### config.mk
export PLATFORM = sky130hd
export DESIGN_NAME = varint_zigzag_codec
export DESIGN_NICKNAME = d
export VERILOG_FILES = /design/src/sv/vzc_pkg.sv /design/src/sv/varint_zigzag_codec.sv /design/src/sv/vzc_ctrl.sv /design/src/sv/vzc_dp.sv
export VERILOG_INCLUDE_DIRS = /design/src /design/src/sv
export SDC_FILE = /design/constraint.sdc
export NUM_CORES = 1
export LEC_CHECK = 0
export BUFFER_PORTS_ARGS = -buffer_cell sky130_fd_sc_hd__buf_4
export CAP_MARGIN = 20
export CELL_PAD_IN_SITES_DETAIL_PLACEMENT = 1
export CELL_PAD_IN_SITES_GLOBAL_PLACEMENT = 1
export CORE_MARGIN = 2
export CORE_UTILIZATION = 45
export CTS_CLUSTER_SIZE = 28
export DETAILED_ROUTE_END_ITERATION = 10
export PLACE_DENSITY_LB_ADDON = 0.1
export SLEW_MARGIN = 15
export SYNTH_ARGS = -nofsm -noshare
export SYNTH_HDL_FRONTEND = slang
export SYNTH_HIERARCHICAL = 1
export SYNTH_SLANG_ARGS = --single-unit
### constraint.sdc
create_clock -name clock -period 16.7 [get_ports clock]
set_input_delay 0.835 -clock clock [delete_from_list [all_inputs] [get_ports clock]]
set_output_delay 0.835 -clock clock [all_outputs]
set_load 0.02 [all_outputs]
### src/sv/assert_macros.svh
// Assertion macros shared by the codec RTL.
// No dependencies; included by files that carry concurrent checks.
`ifndef ASSERT_MACROS_SVH
`define ASSERT_MACROS_SVH

// Implication checked in the same cycle.
`define VZC_ASSERT_IMP(lbl, clk, rst, ante, cons, msg) \
   lbl: assert property (@(posedge clk) disable iff (rst) (ante) |-> (cons)) \
      else $error(msg);

// Implication checked in the cycle after the antecedent.
`define VZC_ASSERT_NEXT(lbl, clk, rst, ante, cons, msg) \
   lbl: assert property (@(posedge clk) disable iff (rst) (ante) |=> (cons)) \
      else $error(msg);

`endif

### src/sv/vzc_pkg.sv
// Types and constants of the varint / zigzag codec.
// No dependencies; imported by every codec module.
package vzc_pkg;

   localparam int unsigned WORD_W  = 64;
   localparam int unsigned HALF_W  = 32;
   localparam int unsigned GROUP_W = 7;
   localparam int unsigned COUNT_W = 4;
   localparam int unsigned SHAMT_W = 6;

   localparam logic [COUNT_W-1:0] LIMIT32 = 4'd6;
   localparam logic [COUNT_W-1:0] LIMIT64 = 4'd10;

   // request codes
   localparam logic REQ_ENCODE = 1'b0;
   localparam logic REQ_DECODE = 1'b1;

   // result kinds
   localparam logic [1:0] KIND_BYTE  = 2'd0;
   localparam logic [1:0] KIND_VALUE = 2'd1;
   localparam logic [1:0] KIND_ERROR = 2'd2;

   typedef struct packed {
      logic              req_type;
      logic              wide;
      logic              zigzag;
      logic [WORD_W-1:0] value;
      logic [7:0]        in_byte;
   } vzc_req_type;

   typedef struct packed {
      logic [1:0]        out_kind;
      logic [7:0]        out_byte;
      logic [WORD_W-1:0] out_value;
      logic              last;
   } vzc_rsp_type;

   typedef enum logic {
      ST_IDLE,
      ST_ENC
   } ctrl_state_type;

   // controller -> datapath
   typedef struct packed {
      logic sel_w;     // take encode bits from the shift register
      logic enc_emit;  // emit one encoded byte
      logic dec_take;  // take one decode byte
   } vzc_cmd_type;

   // datapath -> controller
   typedef struct packed {
      logic out_free;  // output register can load this cycle
      logic enc_done;  // current encode byte is the final one
   } vzc_status_type;

endpackage

### src/sv/varint_zigzag_codec.sv
// Varint / zigzag codec top: controller plus datapath. Depends on vzc_pkg, vzc_ctrl, vzc_dp.
// Encode: one output byte per cycle unless stalled; 1..10 per item, one per 7-bit group.
// Decode: one byte in per cycle unless stalled; a result is registered on the accept edge.
// The result is registered: it appears in the cycle after the accept or step that made it.
// Reset (synchronous, active high) clears the decoder accumulator and count,
// the output valid and the encode sequencer; payload registers are not reset.
module varint_zigzag_codec
   import vzc_pkg::*;
(
   input  logic        clock,
   input  logic        reset,
   input  logic        req_valid,
   output logic        req_ready,
   input  vzc_req_type req_data,
   output logic        rsp_valid,
   input  logic        rsp_ready,
   output vzc_rsp_type rsp_data
);

   vzc_cmd_type    cmd;
   vzc_status_type status;

   // Controller: takes an item when idle and the output register has room,
   // then walks the remaining encode groups one per free output slot.
   vzc_ctrl u_ctrl (
      .clock     (clock),
      .reset     (reset),
      .req_valid (req_valid),
      .req_kind  (req_data.req_type),
      .req_ready (req_ready),
      .status    (status),
      .cmd       (cmd)
   );

   // Datapath: zigzag mapping, 7-bit group shifter, decode accumulator,
   // and the output register that decouples the result side.
   vzc_dp u_dp (
      .clock     (clock),
      .reset     (reset),
      .req       (req_data),
      .cmd       (cmd),
      .status    (status),
      .rsp_valid (rsp_valid),
      .rsp_ready (rsp_ready),
      .rsp       (rsp_data)
   );

endmodule

### src/sv/vzc_ctrl.sv
// Controller of the varint / zigzag codec: accept and encode sequencing.
// Depends on vzc_pkg.
module vzc_ctrl
   import vzc_pkg::*;
(
   input  logic           clock,
   input  logic           reset,
   input  logic           req_valid,
   input  logic           req_kind,
   output logic           req_ready,
   input  vzc_status_type status,
   output vzc_cmd_type    cmd
);

   ctrl_state_type state_ff, state_in;

   always_ff @(posedge clock) begin
      if (reset) begin
         state_ff <= ST_IDLE;
      end else begin
         state_ff <= state_in;
      end
   end

   always_comb begin
      state_in  = state_ff;
      req_ready = 1'b0;
      cmd       = '0;
      unique case (state_ff)
         ST_IDLE: begin
            req_ready = status.out_free;
            if (req_valid && status.out_free) begin
               if (req_kind == REQ_ENCODE) begin
                  cmd.enc_emit = 1'b1;
                  if (!status.enc_done) begin
                     state_in = ST_ENC;
                  end
               end else begin
                  cmd.dec_take = 1'b1;
               end
            end
         end
         ST_ENC: begin
            cmd.sel_w = 1'b1;
            if (status.out_free) begin
               cmd.enc_emit = 1'b1;
               if (status.enc_done) begin
                  state_in = ST_IDLE;
               end
            end
         end
         default: state_in = ST_IDLE;
      endcase
   end

endmodule

### src/sv/vzc_dp.sv
// Datapath of the varint / zigzag codec: encode shifter, decode
// accumulator and output register. Depends on vzc_pkg, assert_macros.svh.
`include "assert_macros.svh"
module vzc_dp
   import vzc_pkg::*;
(
   input  logic           clock,
   input  logic           reset,
   input  vzc_req_type    req,
   input  vzc_cmd_type    cmd,
   output vzc_status_type status,
   output logic           rsp_valid,
   input  logic           rsp_ready,
   output vzc_rsp_type    rsp
);

   logic [WORD_W-1:0]  w_ff, w_in;
   logic [WORD_W-1:0]  acc_ff, acc_in;
   logic [COUNT_W-1:0] cnt_ff, cnt_in;
   logic               rsp_valid_ff, rsp_valid_in;
   vzc_rsp_type        rsp_ff, rsp_in;

   logic [HALF_W-1:0]  w32;
   logic [WORD_W-1:0]  mapped;
   logic [WORD_W-1:0]  src;
   logic [WORD_W-1:0]  rest;
   logic [COUNT_W-1:0] limit;
   logic [COUNT_W-1:0] cnt_inc;
   logic [SHAMT_W-1:0] shamt;
   logic [WORD_W-1:0]  acc_new;
   logic [HALF_W-1:0]  unzz;
   logic               dec_emit;

   assign rsp_valid = rsp_valid_ff;
   assign rsp = rsp_ff;

   // encode: map the word, then peel off 7-bit groups
   always_comb begin
      status.out_free = !rsp_valid_ff || rsp_ready;
      w32 = req.value[HALF_W-1:0];
      if (req.wide) begin
         mapped = req.value;
      end else if (req.zigzag) begin
         mapped = {{HALF_W{1'b0}}, {w32[HALF_W-2:0], 1'b0} ^ {HALF_W{w32[HALF_W-1]}}};
      end else begin
         mapped = {{HALF_W{1'b0}}, w32};
      end
      src  = cmd.sel_w ? w_ff : mapped;
      rest = src >> GROUP_W;
      status.enc_done = (rest == '0);
   end

   // decode: place the group at 7 * count, mask to the mode width
   always_comb begin
      limit   = req.wide ? LIMIT64 : LIMIT32;
      cnt_inc = cnt_ff + 1'b1;
      shamt   = ({2'b00, cnt_ff} << 3) - {2'b00, cnt_ff};
      acc_new = acc_ff | ({{(WORD_W-GROUP_W){1'b0}}, req.in_byte[GROUP_W-1:0]} << shamt);
      if (!req.wide) begin
         acc_new[WORD_W-1:HALF_W] = '0;
      end
      unzz = acc_new[HALF_W:1] ^ {HALF_W{acc_new[0]}};
   end

   always_comb begin
      w_in         = w_ff;
      acc_in       = acc_ff;
      cnt_in       = cnt_ff;
      rsp_in       = rsp_ff;
      dec_emit     = 1'b0;
      rsp_valid_in = rsp_valid_ff && !rsp_ready;

      if (cmd.enc_emit) begin
         w_in             = rest;
         rsp_in.out_kind  = KIND_BYTE;
         rsp_in.out_byte  = {!status.enc_done, src[GROUP_W-1:0]};
         rsp_in.out_value = '0;
         rsp_in.last      = status.enc_done;
         rsp_valid_in     = 1'b1;
      end

      if (cmd.dec_take) begin
         rsp_in.out_byte  = '0;
         rsp_in.out_value = '0;
         rsp_in.last      = 1'b1;
         if (cnt_ff >= limit) begin
            // mode switched past its limit: drop the byte
            rsp_in.out_kind = KIND_ERROR;
            dec_emit        = 1'b1;
            acc_in          = '0;
            cnt_in          = '0;
         end else if (!req.in_byte[GROUP_W]) begin
            rsp_in.out_kind = KIND_VALUE;
            if (!req.wide && req.zigzag) begin
               rsp_in.out_value = {{HALF_W{1'b0}}, unzz};
            end else begin
               rsp_in.out_value = acc_new;
            end
            dec_emit = 1'b1;
            acc_in   = '0;
            cnt_in   = '0;
         end else if (cnt_inc >= limit) begin
            rsp_in.out_kind = KIND_ERROR;
            dec_emit        = 1'b1;
            acc_in          = '0;
            cnt_in          = '0;
         end else begin
            acc_in = acc_new;
            cnt_in = cnt_inc;
         end
         if (dec_emit) begin
            rsp_valid_in = 1'b1;
         end
      end
   end

   always_ff @(posedge clock) begin
      if (reset) begin
         rsp_valid_ff <= 1'b0;
         acc_ff       <= '0;
         cnt_ff       <= '0;
      end else begin
         rsp_valid_ff <= rsp_valid_in;
         acc_ff       <= acc_in;
         cnt_ff       <= cnt_in;
      end
   end

   always_ff @(posedge clock) begin
      w_ff   <= w_in;
      rsp_ff <= rsp_in;
   end

   `VZC_ASSERT_IMP(a_emit_has_room, clock, reset, cmd.enc_emit || cmd.dec_take,
      status.out_free, "item emitted while output register is full")
   `VZC_ASSERT_IMP(a_count_bound, clock, reset, 1'b1, cnt_ff < LIMIT64,
      "group count reached the wide limit")
   `VZC_ASSERT_IMP(a_enc_pending, clock, reset, cmd.sel_w, w_ff != '0,
      "encode sequencing with no bits left")
   `VZC_ASSERT_NEXT(a_count_step, clock, reset,
      cmd.dec_take && req.in_byte[GROUP_W] && cnt_ff < limit && cnt_inc < limit,
      cnt_ff == $past(cnt_inc), "continuation byte did not advance the count")

endmodule
==> reports/results.md, run 1 <==
| Metric | This run |
| --- | --- |
| Status | finished clean |
| Complex-gate fraction of the synthesized area | 20.92% |
| Area of the mapped netlist | 10630 sq um |
| Kind of launch point of the worst setup path | flip-flop |
| Max rail drop VDD | 85.18 uV |
| Antenna-violating nets left | 0 |
| Synthesized instance count | 1023 |
| Hold-fix buffer count after cts | 0 |
| Final Instance Count excl. Fillers | 1472 |
| Count of maximum capacitance violations | 0 |
| Sort of element at the end of the critical path | flip-flop |
| Proportion of synthesized chip area in sequential cells | 49.42% |
| Number of DRC markers in iteration 0 | 626 |
| CTS tree | yes |
| Leak Pwr | 4.712 nW |
| CTS H-tree depth | 1 |
| Clock-pin slew on the worst setup and hold paths | 0.06 ns |
| Post-route minimum period | 3.938 ns |
| Dominant combinational cell family by area after synthesis | compound AO/OA/AOI/OAI gates |
| Total congestion overflow | 0 |
| Clock latency of the later-clocked register in the worst-skew pair | 0.51 ns |
| Count of flip-flops with a built-in enable after synthesis | 121 |
| Setup repair after global routing missed its margin | false |
| Total setup buffers inserted after CTS | 0 |
| Pin count of the biggest net entering global routing | 94 |
| Slew of the pin with the lowest slew margin | 1.237 ns |
| Delay of the slowest critical-path stage | 0.90 ns |
| Clock root buffer | sky130_fd_sc_hd__clkbuf_16 |
| Number of endpoints with negative hold slack in the final report | 0 |
| Crit path max-delay family | flip-flops |
| Count of different cell masters after synthesis | 100 |
| Placed wire-length estimate | 21070 microns |
| Maximum operating frequency | 253.9 MHz |
| Post-synthesis average cell area | 10.39 sq um |
| Fin area | 12680 sq um |
| Top-count cell post-synth | sky130_fd_sc_hd__nor2_1 |
| Total power draw | 1.355 mW |
| Max Fanout on Critical Path | 22 |
| Share of async-settable or async-resettable flops after synthesis | 0% |
| Average wire per standard cell | 21.04 microns |
| Diode insertion count for antenna repair | 0 |
| Synthesis-to-layout area growth | 19.24% |
| Initial core utilization | 45.57% |
| Relative max-transition margin | 17.56% |
| Floorplan die area | 24870 sq um |
| Top_reg_cell synth | sky130_fd_sc_hd__edfxtp_1 |
| Count of cells resized by post-cts repair | 0 |
| Core outline area | 23330 sq um |
| Antenna violations before repair | 0 |
| Count of synthesis-stage warnings from yosys | 6 |
| Slowest library cell on the worst path | sky130_fd_sc_hd__dfxtp_1 |
| Die width | 157.7 microns |
| DRT Pass-1 Iters | 5 |
| Share of synthesized area spent on multiplexers | 4.672% |
| Dpl cells | 1428 |
| Start-to-end type of the worst setup path | flip-flop to flip-flop |
| Global-route wire length before repair | 48580 microns |
| Number of pins exceeding their max-slew limit in the final report | 0 |
| Most used standard cells in the synthesized netlist | 148 x sky130_fd_sc_hd__nor2_1, 121 x sky130_fd_sc_hd__edfxtp_1, 81 x sky130_fd_sc_hd__dfxtp_1 |
| Hold/Removal Path Class | flip-flop to flip-flop |
| Detailed-route via count | 8527 |
| Worst hold margin | 0.4696 ns |
| Final-layout setup total negative slack | 0 ns |
| TritonCTS sink count | 202 |
| Ratio of final minimum period to clock period | 23.58% |
| Fraction of layout cells with a size suffix above 1 | 24.37% |
| Routability cong. | 0.7868 |
| Number of nets in the layout | 1223 |
| Cell type with the largest total area after synthesis | sky130_fd_sc_hd__edfxtp_1 |
| Final wirelength | 30970 microns |
| Rows | 56 |
| Number of buffer and inverter stages on the critical path | 1 |
| Xor and xnor area share after synthesis | 3.789% |
| I/O pin count | 156 |
| Post-synthesis register bit count | 202 |
| Required time of the critical path | 16.97 ns |
| Top cell type's share of synthesized area | 34.17% |
| Buffers from clock root to sink, at most | 3 |
| Die Span Y | 157.7 microns |
| Arr. time, crit path | 4.21 ns |
| Post-detailed-route DRC marker count | 0 |
| Vias in the first global route | 8659 |
| Simple-gate share of the synthesized area | 15.53% |
| DP Area | 11880 sq um |
| GRT Util Overall | 24.94% |
| Power density cells | 106.9 nW/um^2 |
| Final setup skew | 0.009614 ns |
| Top cells by area in the synthesized netlist | sky130_fd_sc_hd__edfxtp_1 34%, sky130_fd_sc_hd__dfxtp_1 15%, sky130_fd_sc_hd__nor2_1 5.2% |
| Area share of fa/ha/maj cells after synthesis | 1.059% |
| CP cell instances | inv_1, ha_1, mux2i_1, o21ai_0, and3_1, a221oi_2, mux2_1, a31o_1 |
| Endpoints failing setup | 0 |
| Quantity of I/O buffers inserted on ports | 155 |
| Cts bufs inserted | 24 |
| Via-per-instance ratio | 5.793 |
| Synthesized Nets | 1111 |
[final timing paths]
kind,from,end,slack [ns],cells past startpoint
max,u_dp/cnt_ff[1]$_SDFFE_PP0P_,u_dp/rsp[18]$_DFFE_PP_,12.76,8
min,u_dp/acc_ff[8]$_SDFFE_PP0P_,u_dp/acc_ff[8]$_SDFFE_PP0P_,0.47,2
max reg2reg,u_dp/cnt_ff[1]$_SDFFE_PP0P_,u_dp/rsp[18]$_DFFE_PP_,12.76,8
min reg2reg,u_dp/acc_ff[8]$_SDFFE_PP0P_,u_dp/acc_ff[8]$_SDFFE_PP0P_,0.47,2
[sequential cells by signal (all words and copies together), names as in the netlist]
register,count
u_dp/w_ff,57
u_ctrl/state_ff,1
u_dp/rsp,75
u_dp/acc_ff,64
u_dp/rsp_valid,1
u_dp/cnt_ff,4
[metrics by stage]
step / worst slack (ns) / util (%)
after floorplan: 9.172 / -
after global placement: 12.53 / 50.93
after detailed placement: 12.34 / 50.93
after CTS: 12.32 / 54.28
after global routing: 12.55 / 54.34
final: 12.76 / 54.34
[logic make-up (layout without fill, tap and decap cells)]
group | count (synthesis) | count (layout)
fa+ha+maj | 9 | 9
compound gates | 297 | 297
simple gates | 328 | 328
mux | 43 | 43
flops | 202 | 202
buf+inv | 98 | 228
xor+xnor | 46 | 46
[power breakdown]
part / total, mW / internal [mW] / switching [mW] / leakage, nW
sequential: 0.591 / 0.573 / 0.0182 / 1.87
combinational: 0.245 / 0.0897 / 0.155 / 2.46
clock: 0.519 / 0.318 / 0.201 / 0.381
[worst reg2reg max path: stages (launching register included)]
cell and delay, ns:
sky130_fd_sc_hd__dfxtp_1 0.90, sky130_fd_sc_hd__inv_1 0.16, sky130_fd_sc_hd__ha_1 0.72, sky130_fd_sc_hd__mux2i_1 0.33
sky130_fd_sc_hd__o21ai_0 0.24, sky130_fd_sc_hd__and3_1 0.35, sky130_fd_sc_hd__a221oi_2 0.43, sky130_fd_sc_hd__mux2_1 0.37
sky130_fd_sc_hd__a31o_1 0.19
[placed cells by master (no fill, tap or decap), types with 4 or more instances in the layout]
cell type,n
sky130_fd_sc_hd__and3_1,9
sky130_fd_sc_hd__nor4_1,12
sky130_fd_sc_hd__ha_1,9
sky130_fd_sc_hd__a22oi_1,28
sky130_fd_sc_hd__a31oi_1,6
sky130_fd_sc_hd__or4_1,4
sky130_fd_sc_hd__mux2_2,8
sky130_fd_sc_hd__or3_1,4
sky130_fd_sc_hd__nor3_1,29
sky130_fd_sc_hd__buf_4,166
sky130_fd_sc_hd__o41ai_1,4
sky130_fd_sc_hd__a22o_1,25
sky130_fd_sc_hd__edfxtp_1,121
sky130_fd_sc_hd__dfxtp_1,79
sky130_fd_sc_hd__mux2i_1,29
sky130_fd_sc_hd__nand2b_1,6
sky130_fd_sc_hd__o21a_1,4
sky130_fd_sc_hd__a21o_1,6
sky130_fd_sc_hd__clkbuf_16,25
sky130_fd_sc_hd__a221oi_2,6
sky130_fd_sc_hd__o21ai_0,39
sky130_fd_sc_hd__inv_1,18
sky130_fd_sc_hd__xnor2_1,31
sky130_fd_sc_hd__o21ai_1,11
sky130_fd_sc_hd__a21oi_2,15
sky130_fd_sc_hd__nor4b_1,4
sky130_fd_sc_hd__a221oi_1,7
sky130_fd_sc_hd__clkbuf_1,10
sky130_fd_sc_hd__and2_1,10
sky130_fd_sc_hd__nand2_1,47
sky130_fd_sc_hd__a211oi_1,21
sky130_fd_sc_hd__mux4_2,4
sky130_fd_sc_hd__nand3_1,9
sky130_fd_sc_hd__a21oi_1,74
sky130_fd_sc_hd__nor2_1,148
sky130_fd_sc_hd__nand4_1,4
sky130_fd_sc_hd__xor2_1,14
[layer usage]
layer	wire (microns)	up-vias	share of wire, %	global-route usage, %
met2	14490	242	47	40.50
met4	558	0	1.8	5.541
li1	-	4029	-	-
met3	1429	47	4.6	2.929
met5	0	-	0	0
met1	14490	4209	47	35.83
[area by class of cell]
| cell class | count | area (sq um) |
|---|---|---|
| well taps | 319 | 399.1 |
| fillers | 2596 | 10650 |
| clock inverters | 6 | 77.57 |
| flip-flops and latches | 202 | 5258 |
| repair buffers | 166 | 1246 |
| multi-input cells | 723 | 4926 |
| inverters | 18 | 67.56 |
| clock buffers | 38 | 704.4 |
Power figures use the tool's default switching activity.
==> inputs of run 2 (changes only) <==
- clock period: 16.7 -> 4.1 ns (I/O delays scaled with it)
==> run 2 against run 1 <==
Net effect:
- clock power grew to 3.9 times the previous value
- register-to-register slack lost 12 ns
- cell count is 2.5% higher
- core utilization rose by 1.4 points
- critical endpoint is now u_dp/rsp[31]$_DFFE_PP_
==> reports/results.md, run 2 (synthesized netlist as in run 1, its figures left out) <==
| Metric | This run |
| --- | --- |
| Max rail drop VDD | 281.5 uV |
| Number of endpoints with negative hold slack in the final report | 0 |
| Number of pins exceeding their max-slew limit in the final report | 0 |
| Synthesis-to-layout area growth | 22.32% |
| Start-to-end type of the worst setup path | flip-flop to flip-flop |
| R2R setup slack | 0.80 ns |
| Clock network fraction of design power | 36.7% |
| Combinational Power Share | 19.0% |
| CTS tree | yes |
| CP cell instances | inv_1, ha_1, mux2_2, a211oi_2, nor3_2, a21oi_1, mux2i_1, o21ai_0 |
| Clock root buffer | sky130_fd_sc_hd__clkbuf_16 |
| DP Area | 11990 sq um |
| Most used cells in the layout excluding fill and tap cells | 177 x sky130_fd_sc_hd__buf_4, 148 x sky130_fd_sc_hd__nor2_1, 121 x sky130_fd_sc_hd__edfxtp_1 |
| Status | finished clean |
| Total internal power | 3.919 mW |
| Depth of the most critical reg-to-reg path | 8 |
| Power density cells | 418.3 nW/um^2 |
| Net switching component of the power | 1.521 mW |
| Detailed-route via count | 8790 |
| Arr. time, crit path | 3.53 ns |
| Worst setup slack after layout | 0.7974 ns |
| Most common cell after layout, fill and taps aside | sky130_fd_sc_hd__buf_4 |
| Quantity of I/O buffers inserted on ports | 155 |
| Sort of element at the end of the critical path | flip-flop |
| Die width | 157.7 microns |
| Number of inserted filler cells in the final layout | 2543 |
| Vias in the first global route | 8789 |
| DRT Pass-1 Iters | 5 |
| Endpoint of the worst hold path | u_dp/w_ff[39]$_DFFE_PP_ |
| Startpoint of the lowest-slack hold path | req_data[54] |
| Endpoints failing setup | 0 |
| I/O pin count | 156 |
| Diode insertion count for antenna repair | 0 |
| Number of flip-flops under the largest register name | 75 |
| Antenna-violating nets left | 0 |
| Via-per-instance ratio | 5.825 |
| Slowest library cell on the worst path | sky130_fd_sc_hd__ha_1 |
| Worst slack at placement | 0.8273 ns |
| Relative max-transition margin | 36.08% |
| Clock-pin slew on the worst setup and hold paths | 0.06 ns |
| Cts bufs inserted | 24 |
| Switching power share of the total | 27.96% |
| Antenna violations before repair | 0 |
| Ratio of final minimum period to clock period | 80.55% |
| Core outline area | 23330 sq um |
| Final setup skew | 0.01281 ns |
| Number of nets in the layout | 1261 |
| Fraction of layout cells with a size suffix above 1 | 24.37% |
| Final wirelength | 31690 microns |
| Routability cong. | 0.8617 |
| Average wire per standard cell | 21.00 microns |
| Number of DRC markers in iteration 0 | 503 |
| CTS H-tree depth | 1 |
| Max Fanout on Critical Path | 17 |
| Hold/Removal Path Class | primary input to flip-flop |
| Setup repair after global routing missed its margin | false |
| Initial core utilization | 45.57% |
| Post-detailed-route DRC marker count | 0 |
| Part of the total power dissipated in sequential elements | 44.3% |
| Floorplan die area | 24870 sq um |
| Kind of launch point of the worst setup path | flip-flop |
| Leak Pwr | 4.855 nW |
| Die Span Y | 157.7 microns |
| Required time of the critical path | 4.33 ns |
| Clock latency of the later-clocked register in the worst-skew pair | 0.51 ns |
| TritonCTS sink count | 202 |
| GRT Util Overall | 25.18% |
| Fin area | 13010 sq um |
| Maximum operating frequency | 302.8 MHz |
| Launch point of the worst reg-to-reg path | u_dp/cnt_ff[0]$_SDFFE_PP0P_ |
| Rows | 56 |
| Total congestion overflow | 0 |
| Worst R2R End | u_dp/rsp[31]$_DFFE_PP_ |
| Slew of the pin with the lowest slew margin | 0.9553 ns |
| Count of maximum capacitance violations | 0 |
| Global-route wire length before repair | 49060 microns |
| Total setup buffers inserted after CTS | 0 |
| Buffers from clock root to sink, at most | 3 |
| Final-layout setup total negative slack | 0 ns |
| Placed wire-length estimate | 21910 microns |
| Delay of the slowest critical-path stage | 0.66 ns |
| Count of cells along the worst hold path | 2 |
| Post-route minimum period | 3.303 ns |
| Pin count of the biggest net entering global routing | 61 |
run 2: changes by cell type in the layout (fill, tap and decap cells not counted), sizes merged:
| cell | previous run | this run |
|---|---|---|
| dlygate4sd3 | 0 | 25 |
| clkinv | 4 | 1 |
| bufinv | 2 | 0 |
| clkbuf | 38 | 40 |
| buf | 166 | 179 |
| clkinvlp | 0 | 2 |
run 2: per-stage QoR:
stage                     std cells  total power [mW]  utilization, %  hold slack [ns]
final                          1509             5.440           55.74          0.01662
after floorplan                1023             3.065               -           0.2712
after global placement         1440             3.428           51.37           0.4450
after detailed placement       1440             3.455           51.37           0.4554
after CTS                      1508             5.477           55.63        0.0002215
after global routing           1509             5.649           55.74          0.01196
run 2: repair_timing:
| item | 4_1_cts | 5_1_grt |
|---|---|---|
| hold buffers | 25 | 0 |
| endpoints found under the hold margin | 24 | 0 |
| resized for setup | 0 | 0 |
run 2: metal layers:
layer  global-route usage, %  part of all wire (%)  wire length (microns)
met1                   35.28                    46                  14430
met2                   41.20                    47                  14920
met3                   3.367                   5.1                   1616
met4                   6.494                   2.3                    714
met5                       0                     0                      0
run 2: power by group through the flow:
stage,Combinational [mW],Sequential (mW),Clock (mW)
6_report,1.03,2.41,2.00
3_3_place_gp,0.982,2.45,0
4_1_cts,1.03,2.41,2.04
2_1_floorplan,0.534,2.53,0
3_5_place_dp,1.00,2.45,0
5_1_grt,1.11,2.42,2.11
run 2: worst max path at each step:
stage | from | endpoint | slack [ns]
after detailed placement | u_ctrl/state_ff$_SDFF_PP0_ | u_ctrl/state_ff$_SDFF_PP0_ | 0.83
after CTS | u_ctrl/state_ff$_SDFF_PP0_ | u_ctrl/state_ff$_SDFF_PP0_ | 0.82
after global placement | u_ctrl/state_ff$_SDFF_PP0_ | u_ctrl/state_ff$_SDFF_PP0_ | 0.91
after floorplan | u_dp/rsp_valid$_SDFF_PP0_ | u_dp/rsp[10]$_DFFE_PP_ | 0.29
after global routing | u_dp/cnt_ff[0]$_SDFFE_PP0P_ | u_dp/rsp[31]$_DFFE_PP_ | 0.54
final | u_dp/cnt_ff[0]$_SDFFE_PP0P_ | u_dp/rsp[31]$_DFFE_PP_ | 0.80
run 2: layout make-up:
class / instances / area (sq um) / share of cell area, %
Clock buffer: 40 / 721.9 / 5.551
Clock inverter: 3 / 20.02 / 0.1539
Inverter: 18 / 67.56 / 0.5195
Multi-Input combinational cell: 723 / 4915 / 37.79
Sequential cell: 202 / 5256 / 40.41
Tap cell: 319 / 399.1 / 3.069
Timing Repair Buffer: 204 / 1627 / 12.51
run 2: critical path: cells and delay by family (launching register included):
family                     cells  cell delay, ns
AOI/OAI and AO/OA              3            0.97
adders and majority gates      1            0.66
muxes                          2            0.72
and+or+nand+nor                1            0.17
buffers and inverters          1            0.10
DFF                            1            0.39
